--- src/rtl/sha1md_pkg.sv ---
`timescale 1ns / 1ps
// Shared types, constants and helper functions for the SHA-1 digest engine.
package sha1md_pkg;

    localparam int LengthBitsDefault = 64;
    localparam int WordW             = 32;
    localparam int NumWords          = 5;
    localparam int BlockWords        = 16;
    localparam int Rounds            = 80;
    localparam int LenFieldBits      = 64;
    localparam int RoundCntW         = $clog2(Rounds);
    localparam int WordIdxW          = 3;
    localparam int ByteCntW          = 6;

    localparam logic [7:0] PadMark = 8'h80;

    // Message beat
    typedef struct packed {
        logic [7:0] data_byte;
        logic       has_byte;
        logic       end_of_message;
    } sha1md_in_t;

    // Digest beat
    typedef struct packed {
        logic [WordW-1:0]    digest_word;
        logic [WordIdxW-1:0] word_index;
        logic                last_word;
    } sha1md_out_t;

    // Source of the byte shifted into the block buffer
    typedef enum logic [1:0] {
        BSRC_DATA = 2'd0,
        BSRC_MARK = 2'd1,
        BSRC_ZERO = 2'd2,
        BSRC_LEN  = 2'd3
    } sha1md_bsrc_t;

    // Controller to datapath commands
    typedef struct packed {
        logic         absorb;
        sha1md_bsrc_t bsrc;
        logic         round_en;
        logic         chain_add;
        logic         word_next;
    } sha1md_cmd_t;

    // Datapath to controller status
    typedef struct packed {
        logic cnt_last;
        logic cnt_len;
        logic round_last;
        logic word_last;
    } sha1md_stat_t;

    // Initial chaining value
    function automatic logic [WordW-1:0] sha1md_iv(input logic [WordIdxW-1:0] idx);
        logic [WordW-1:0] v;
        case (idx)
            3'd0:    v = 32'h67452301;
            3'd1:    v = 32'hEFCDAB89;
            3'd2:    v = 32'h98BADCFE;
            3'd3:    v = 32'h10325476;
            default: v = 32'hC3D2E1F0;
        endcase
        return v;
    endfunction

    // Round constant for rounds 0..79
    function automatic logic [WordW-1:0] sha1md_k(input logic [RoundCntW-1:0] t);
        logic [WordW-1:0] v;
        if (t < RoundCntW'(20)) begin
            v = 32'h5A827999;
        end else if (t < RoundCntW'(40)) begin
            v = 32'h6ED9EBA1;
        end else if (t < RoundCntW'(60)) begin
            v = 32'h8F1BBCDC;
        end else begin
            v = 32'hCA62C1D6;
        end
        return v;
    endfunction

endpackage

--- src/rtl/sha1md_ctrl.sv ---
`timescale 1ns / 1ps
// Sequencer for message absorb, padding, compression and digest output.
module sha1md_ctrl (
    input  logic                   clk,
    input  logic                   rst_n,
    input  logic                   msg_valid,
    input  logic                   has_byte,
    input  logic                   end_of_message,
    output logic                   msg_stall,
    output logic                   digest_valid,
    input  logic                   digest_stall,
    input  sha1md_pkg::sha1md_stat_t stat,
    output sha1md_pkg::sha1md_cmd_t  cmd
);

    typedef enum logic [6:0] {
        ST_IDLE = 7'b0000001,
        ST_MARK = 7'b0000010,
        ST_ZERO = 7'b0000100,
        ST_FILL = 7'b0001000,
        ST_COMP = 7'b0010000,
        ST_CADD = 7'b0100000,
        ST_EMIT = 7'b1000000
    } state_t;

    state_t state_reg, state_next;
    state_t resume_reg, resume_next;

    // Next state and commands
    always_comb
    begin
        state_next  = state_reg;
        resume_next = resume_reg;
        cmd         = '0;
        cmd.bsrc    = sha1md_pkg::BSRC_DATA;
        unique case (state_reg)
            ST_IDLE:
            begin
                if (msg_valid) begin
                    cmd.absorb = has_byte;
                    if (has_byte && stat.cnt_last) begin
                        state_next  = ST_COMP;
                        resume_next = end_of_message ? ST_MARK : ST_IDLE;
                    end else if (end_of_message) begin
                        state_next = ST_MARK;
                    end
                end
            end
            ST_MARK:
            begin
                cmd.absorb = 1'b1;
                cmd.bsrc   = sha1md_pkg::BSRC_MARK;
                if (stat.cnt_last) begin
                    state_next  = ST_COMP;
                    resume_next = ST_FILL;
                end else if (stat.cnt_len) begin
                    state_next = ST_ZERO;
                end else begin
                    state_next = ST_FILL;
                end
            end
            ST_ZERO:
            begin
                // no room for the length: zero out the rest of this block
                cmd.absorb = 1'b1;
                cmd.bsrc   = sha1md_pkg::BSRC_ZERO;
                if (stat.cnt_last) begin
                    state_next  = ST_COMP;
                    resume_next = ST_FILL;
                end
            end
            ST_FILL:
            begin
                cmd.absorb = 1'b1;
                cmd.bsrc   = stat.cnt_len ? sha1md_pkg::BSRC_LEN : sha1md_pkg::BSRC_ZERO;
                if (stat.cnt_last) begin
                    state_next  = ST_COMP;
                    resume_next = ST_EMIT;
                end
            end
            ST_COMP:
            begin
                cmd.round_en = 1'b1;
                if (stat.round_last) begin
                    state_next = ST_CADD;
                end
            end
            ST_CADD:
            begin
                cmd.chain_add = 1'b1;
                state_next    = resume_reg;
            end
            ST_EMIT:
            begin
                if (!digest_stall) begin
                    cmd.word_next = 1'b1;
                    if (stat.word_last) begin
                        state_next = ST_IDLE;
                    end
                end
            end
            default:
            begin
                state_next = ST_IDLE;
            end
        endcase
    end

    // State registers
    always_ff @(posedge clk or negedge rst_n)
    begin
        if (!rst_n) begin
            state_reg  <= ST_IDLE;
            resume_reg <= ST_IDLE;
        end else begin
            state_reg  <= state_next;
            resume_reg <= resume_next;
        end
    end

    assign msg_stall    = (state_reg != ST_IDLE);
    assign digest_valid = (state_reg == ST_EMIT);

    // A closing beat always leaves idle
    a_close_leaves_idle: assert property (@(posedge clk) disable iff (!rst_n)
        msg_valid && !msg_stall && end_of_message |=> state_reg != ST_IDLE)
        else $error("closing beat did not start padding");

    // Never take a message beat while a digest is offered
    a_no_overlap: assert property (@(posedge clk) disable iff (!rst_n)
        !(digest_valid && !msg_stall))
        else $error("message accepted during digest output");

    // Chain update only right after the last round
    a_add_after_rounds: assert property (@(posedge clk) disable iff (!rst_n)
        state_reg == ST_CADD |-> $past(state_reg) == ST_COMP)
        else $error("chain update without compression");

endmodule

--- src/rtl/sha1md_dp.sv ---
`timescale 1ns / 1ps
// Block buffer, round datapath, chaining value and length counter.
module sha1md_dp #(
    parameter int LENGTH_BITS = sha1md_pkg::LengthBitsDefault
) (
    input  logic                    clk,
    input  logic                    rst_n,
    input  logic [7:0]              data_byte,
    input  sha1md_pkg::sha1md_cmd_t  cmd,
    output sha1md_pkg::sha1md_stat_t stat,
    output sha1md_pkg::sha1md_out_t  digest_beat
);

    localparam int W  = sha1md_pkg::WordW;
    localparam int NW = sha1md_pkg::NumWords;
    localparam int BW = sha1md_pkg::BlockWords;
    localparam int RW = sha1md_pkg::RoundCntW;
    localparam int IW = sha1md_pkg::WordIdxW;
    localparam int CW = sha1md_pkg::ByteCntW;
    localparam int LF = sha1md_pkg::LenFieldBits;

    logic [W-1:0]           w_reg     [BW];
    logic [W-1:0]           work_reg  [NW];
    logic [W-1:0]           work_next [NW];
    logic [W-1:0]           chain_reg [NW];
    logic [CW-1:0]          cnt_reg;
    logic [LENGTH_BITS-1:0] bits_reg;
    logic [RW-1:0]          round_reg;
    logic [IW-1:0]          word_idx_reg;

    logic [LF-1:0] len_field;
    logic [7:0]    byte_in;
    logic [W-1:0]  f_val;
    logic [W-1:0]  w_new;
    logic [W-1:0]  tmp;
    logic          do_clear;

    assign do_clear = cmd.word_next && stat.word_last;

    // Select the byte to shift in
    assign len_field = LF'(bits_reg);
    always_comb
    begin
        case (cmd.bsrc)
            sha1md_pkg::BSRC_DATA: byte_in = data_byte;
            sha1md_pkg::BSRC_MARK: byte_in = sha1md_pkg::PadMark;
            sha1md_pkg::BSRC_LEN:  byte_in = len_field[{~cnt_reg[2:0], 3'b000} +: 8];
            default:               byte_in = 8'h00;
        endcase
    end

    // Round function
    always_comb
    begin
        if (round_reg < RW'(20)) begin
            f_val = (work_reg[1] & work_reg[2]) | (~work_reg[1] & work_reg[3]);
        end else if (round_reg < RW'(40)) begin
            f_val = work_reg[1] ^ work_reg[2] ^ work_reg[3];
        end else if (round_reg < RW'(60)) begin
            f_val = (work_reg[1] & work_reg[2]) | (work_reg[1] & work_reg[3])
                  | (work_reg[2] & work_reg[3]);
        end else begin
            f_val = work_reg[1] ^ work_reg[2] ^ work_reg[3];
        end
    end

    assign w_new = {w_reg[13][W-2:0] ^ w_reg[8][W-2:0] ^ w_reg[2][W-2:0] ^ w_reg[0][W-2:0],
                    w_reg[13][W-1] ^ w_reg[8][W-1] ^ w_reg[2][W-1] ^ w_reg[0][W-1]};
    assign tmp   = {work_reg[0][W-6:0], work_reg[0][W-1:W-5]} + f_val + work_reg[4]
                 + sha1md_pkg::sha1md_k(round_reg) + w_reg[0];

    always_comb
    begin
        work_next[0] = tmp;
        work_next[1] = work_reg[0];
        work_next[2] = {work_reg[1][1:0], work_reg[1][W-1:2]};
        work_next[3] = work_reg[2];
        work_next[4] = work_reg[3];
    end

    // Block buffer: byte shift while loading, word shift while compressing
    always_ff @(posedge clk)
    begin
        if (cmd.absorb) begin
            for (int i = 0; i < BW - 1; i++) begin
                w_reg[i] <= {w_reg[i][W-9:0], w_reg[i+1][W-1:W-8]};
            end
            w_reg[BW-1] <= {w_reg[BW-1][W-9:0], byte_in};
        end else if (cmd.round_en) begin
            for (int i = 0; i < BW - 1; i++) begin
                w_reg[i] <= w_reg[i+1];
            end
            w_reg[BW-1] <= w_new;
        end
    end

    // Working variables and chaining value
    always_ff @(posedge clk or negedge rst_n)
    begin
        if (!rst_n) begin
            for (int i = 0; i < NW; i++) begin
                work_reg[i]  <= sha1md_pkg::sha1md_iv(IW'(i));
                chain_reg[i] <= sha1md_pkg::sha1md_iv(IW'(i));
            end
        end else if (do_clear) begin
            for (int i = 0; i < NW; i++) begin
                work_reg[i]  <= sha1md_pkg::sha1md_iv(IW'(i));
                chain_reg[i] <= sha1md_pkg::sha1md_iv(IW'(i));
            end
        end else if (cmd.chain_add) begin
            for (int i = 0; i < NW; i++) begin
                work_reg[i]  <= chain_reg[i] + work_reg[i];
                chain_reg[i] <= chain_reg[i] + work_reg[i];
            end
        end else if (cmd.round_en) begin
            for (int i = 0; i < NW; i++) begin
                work_reg[i] <= work_next[i];
            end
        end
    end

    // Counters
    always_ff @(posedge clk or negedge rst_n)
    begin
        if (!rst_n) begin
            cnt_reg      <= '0;
            bits_reg     <= '0;
            round_reg    <= '0;
            word_idx_reg <= '0;
        end else begin
            if (do_clear) begin
                cnt_reg  <= '0;
                bits_reg <= '0;
            end else if (cmd.absorb) begin
                cnt_reg <= cnt_reg + CW'(1);
                if (cmd.bsrc == sha1md_pkg::BSRC_DATA) begin
                    bits_reg <= bits_reg + LENGTH_BITS'(8);
                end
            end
            if (cmd.round_en && !stat.round_last) begin
                round_reg <= round_reg + RW'(1);
            end else begin
                round_reg <= '0;
            end
            if (do_clear) begin
                word_idx_reg <= '0;
            end else if (cmd.word_next) begin
                word_idx_reg <= word_idx_reg + IW'(1);
            end
        end
    end

    assign stat.cnt_last   = (cnt_reg == '1);
    assign stat.cnt_len    = (cnt_reg[CW-1:3] == '1);
    assign stat.round_last = (round_reg == RW'(sha1md_pkg::Rounds - 1));
    assign stat.word_last  = (word_idx_reg == IW'(NW - 1));

    assign digest_beat.digest_word = chain_reg[word_idx_reg];
    assign digest_beat.word_index  = word_idx_reg;
    assign digest_beat.last_word   = stat.word_last;

    // Round counter only runs during compression
    a_round_idle: assert property (@(posedge clk) disable iff (!rst_n)
        !cmd.round_en |=> round_reg == '0)
        else $error("round counter moved outside compression");

    // Digest word index stays in range
    a_word_range: assert property (@(posedge clk) disable iff (!rst_n)
        word_idx_reg <= IW'(NW - 1))
        else $error("digest word index out of range");

endmodule

--- src/rtl/sha1_message_digest.sv ---
`timescale 1ns / 1ps
// A message beat is taken when the sequencer is idle; a beat that fills a 64-byte block
// then holds the input through 80 rounds plus one chain update. Closing: the pad
// mark, zero bytes and the length field are shifted in, with one or two compressions,
// then five digest beats, one per cycle without stall. No message byte is taken while
// the single round unit compresses a block. Reset loads the SHA-1 initial chain value
// and clears byte and bit counts; the block buffer is not cleared.
module sha1_message_digest #(
    parameter int LENGTH_BITS = sha1md_pkg::LengthBitsDefault
) (
    input  logic                    clk,
    input  logic                    rst_n,
    input  logic                    msg_valid,
    output logic                    msg_stall,
    input  sha1md_pkg::sha1md_in_t  msg_beat,
    output logic                    digest_valid,
    input  logic                    digest_stall,
    output sha1md_pkg::sha1md_out_t digest_beat
);

    sha1md_pkg::sha1md_cmd_t  cmd;
    sha1md_pkg::sha1md_stat_t stat;

    // Sequencer
    sha1md_ctrl u_ctrl (
        .clk            (clk),
        .rst_n          (rst_n),
        .msg_valid      (msg_valid),
        .has_byte       (msg_beat.has_byte),
        .end_of_message (msg_beat.end_of_message),
        .msg_stall      (msg_stall),
        .digest_valid   (digest_valid),
        .digest_stall   (digest_stall),
        .stat           (stat),
        .cmd            (cmd)
    );

    // Datapath
    sha1md_dp #(
        .LENGTH_BITS (LENGTH_BITS)
    ) u_dp (
        .clk         (clk),
        .rst_n       (rst_n),
        .data_byte   (msg_beat.data_byte),
        .cmd         (cmd),
        .stat        (stat),
        .digest_beat (digest_beat)
    );

endmodule
--- config.mk ---
export PLATFORM = sky130hd
export DESIGN_NAME = sha1_message_digest
export DESIGN_NICKNAME = d
export VERILOG_FILES = /design/src/rtl/sha1md_pkg.sv /design/src/rtl/sha1md_ctrl.sv /design/src/rtl/sha1md_dp.sv /design/src/rtl/sha1_message_digest.sv
export SDC_FILE = /design/constraint.sdc
export NUM_CORES = 2
export LEC_CHECK = 0
export BUFFER_PORTS_ARGS = -buffer_cell sky130_fd_sc_hd__buf_4
export CORE_MARGIN = 1.5
export CORE_UTILIZATION = 33
export CTS_BUF_LIST = sky130_fd_sc_hd__clkbuf_8
export DETAILED_ROUTE_END_ITERATION = 7
export PLACE_DENSITY_LB_ADDON = 0.3
export SLEW_MARGIN = 20
export SYNTH_ARGS = -nofsm -noshare
export SYNTH_HDL_FRONTEND = slang
export SYNTH_SLANG_ARGS = --single-unit
export TNS_END_PERCENT = 20
--- constraint.sdc ---
create_clock -name clk -period 19.25 [get_ports clk]
set_input_delay 4.8125 -clock clk [delete_from_list [all_inputs] [get_ports clk]]
set_output_delay 4.8125 -clock clk [all_outputs]
set_load 0.01 [all_outputs]
==> impl_results.md <==
* Input/output buffers at 51
* Chip Width at 408 um
* WS Path Type: flip-flop to output port
* DIE AREA at 167000 um2
* Syn Inst Count at 5835
* Critical path fanouts, max at 39
* Die H at 408 um
* DR pass1 iterations at 6
* Placed Instances at 7838
* Clock Latency Late Sink at 0.91 ns
* Share of cells above drive strength 1 at 0.0947
* M3 GR Usage at 0.0259
* TNS Setup at 0 ns
* Average wire per standard cell at 18.5 um
* Clock Path Buffers at 3
* Ys flop type: edfxtp_1
* Hold Crit Start: u_dp.round_reg[0]$_DFF_PN0_
* Post-synth design cell area at 54300 um2
* Syn Area/Cell at 9.30 um2
* Worst rel slew slack at 0.266
* Sequential-to-total area share from yosys stat at 0.475
* Via density at 5.14
* Fill count at 16512
* Tmin final at 8.17 ns
* Path type of the worst min-delay path: flip-flop to flip-flop
* Clk Tree Root Cell: clkbuf_8
* M1 GR Usage at 0.255
* Final HPWL from detailed placement at 102 mm
* # hold bufs at CTS at 0
* Post-CTS Setup Bufs at 0
* Starting Density at 0.333
* Startpoint Class: flip-flop
* Clock transition at path regs at 0.06 ns
* Critical Path AT at 3.35 ns
* Crit path from: u_dp.word_idx_reg[0]$_DFFE_PN0P_
* Fmax at 122 MHz
* Vias in the first global route at 40919
* Routing usage on met2 at 0.274
* Most numerous cell in the Yosys netlist: nand2_1
* Via count at 41850
* Async SR Flop Fraction at 0.443
* Placement Setup Slack at 10.71 ns
* Max Cap Viol at 0
* Synth cell types at 91
* Multi-input combinational cell area at 26600 um2
* Power, Total at 7.14 mW
* Minimum hold slack at 0.461 ns
* Drt drc at 0
* Most frequent cells after synthesis: nand2_1 (1877), edfxtp_1 (512), nor2_1 (357), a21oi_1 (350), dfrtp_1 (246)
* Area Overhead vs Synth at 10.4%
* Global routing's busiest layer: met2
* Final hold violations at 0
* Post-Route WL at 150 mm
* First-pass GRT wire length at 236 mm
* Syn_nets at 6176
* FP Rows at 148
* Req. time, crit path at 14.44 ns
* Layout Skew at 0.0461 ns
* Post-route setup slack at 11.08 ns
* Initial antenna violation count at 1
* Worst-margin pin slew at 1.10 ns
* Ports at 52
* Slew Limit Fails at 0
* Post-synth top area share at 0.283
* CTS tree: yes
* Number of synthesized flops with an enable pin at 512
* Layout Cells excl Fill at 8137
* Final setup violation count at 0
* Routability cong. at 0.874
* Outcome: finished, final reports clean
* Synth area leader: edfxtp_1
* Largest cells by area after synthesis: edfxtp_1 (28%), nand2_1 (13%), dfrtp_1 (11%)
* Reg2reg start: u_dp.round_reg[4]$_DFF_PN0_
* CTS H-tree lvls at 4
* Global route overflow at 0
* CTS sink count at 920
* Pleak at 25.8 nW
* YS warnings at 0
* Largest net degree at the start of global routing at 169
* CTS Buf Count at 159
* Final period utilization at 0.424
* PostCTS Resize Cnt at 0
* Gr usage total at 0.179
* RSZ-0062 raised after global routing: no
* Core footprint at 163000 um2
* Pwr/cell area at 119 nW/um2
* Maximum VDD drop at 99.3 uV
* Max reg flops at 512
* Fin nets at 6165
* CP endpoint kind: output port
* Remaining antenna violation count at 0
* Number of synthesized register bits at 920
* 1st-iter DRT viols at 3703
* Register area at 25800 um2
[per-layer routing]
metal  wire length [um]  share of wire  up-vias
met5                  0              0        -
met4               4630          0.031        0
met3               8000          0.053      215
met2              67100           0.45     1134
met1              70600           0.47    20485
li1                   -              -    20016
[path summary, 6_finish.rpt]
path / endpoint / slack [ns] / cells after the start
setup / recovery: digest_beat[17] / 11.08 / 5
hold / removal: u_dp.round_reg[0]$_DFF_PN0_ / 0.46 / 1
setup reg to reg: u_dp.work_next[127]$_DFFE_PN0P_ / 11.49 / 25
hold reg to reg: u_dp.round_reg[0]$_DFF_PN0_ / 0.46 / 1
max in group asynchronous: u_dp.bits_reg[46]$_DFFE_PN0P_ / 12.90 / 3
min in group asynchronous: u_dp.chain_reg[134]$_DFFE_PN0P_ / 4.00 / 1
[layout make-up]
class                   instances  share of cell area
diodes                          5            0.000209
multi-input cells            4412               0.445
flip-flops and latches        920               0.431
well taps                    2175              0.0454
repair buffers                102              0.0136
clock inverters               116              0.0102
clock buffers                 178              0.0409
inverters                     229              0.0144
[through the flow]
stage                      util  instance area, um2
after floorplan               -               54300
after global placement    0.349               56800
after detailed placement  0.349               56800
after CTS                 0.367               59900
after global routing      0.367               59900
final                     0.367               59900
[where the power goes]
part	total, mW	internal [mW]	switching [mW]
Combinational	1.97	0.694	1.28
Sequential	3.41	3.02	0.394
Clock	1.75	0.873	0.880
Total	7.14	4.59	2.55
[placed cells by master (no fill, tap or decap), drive strengths merged, types with 16 or more instances in the layout]
master,n
a211oi,32
a21o,103
a21oi,351
a221o,21
a22oi,44
a31oi,53
and2,20
and3,44
buf,102
clkbuf,178
clkinv,39
dfrtp,246
dfstp,162
edfxtp,512
fa,124
ha,203
inv,303
mux2i,110
nand2,1879
nand2b,31
nand3,53
nand4,24
nor2,357
nor2b,20
nor3,44
o211ai,30
o21a,33
o21ai,225
o21bai,25
o221a,20
o221ai,16
o22ai,53
or3,31
xnor2,206
xor2,90
[cells by family (layout without fill, tap and decap cells)]
logic type	after synthesis	in the layout	synth area share
other	0	5	0
adders and majority gates	327	327	0.0926
DFF	920	920	0.475
xor gates and xnor gates	296	296	0.0478
and+or+nand+nor	2555	2555	0.192
buffers and inverters	503	625	0.0353
muxes	127	127	0.0267
AOI/OAI and AO/OA	1107	1107	0.130
[worst max-delay path, stage by stage, from the launching register on]
cell	delay, ns
dfrtp_4	0.78
buf_4	0.64
mux4_2	0.58
inv_1	0.06
o32ai_1	0.11
buf_4	0.21
(Power assumes the default switching activity.)
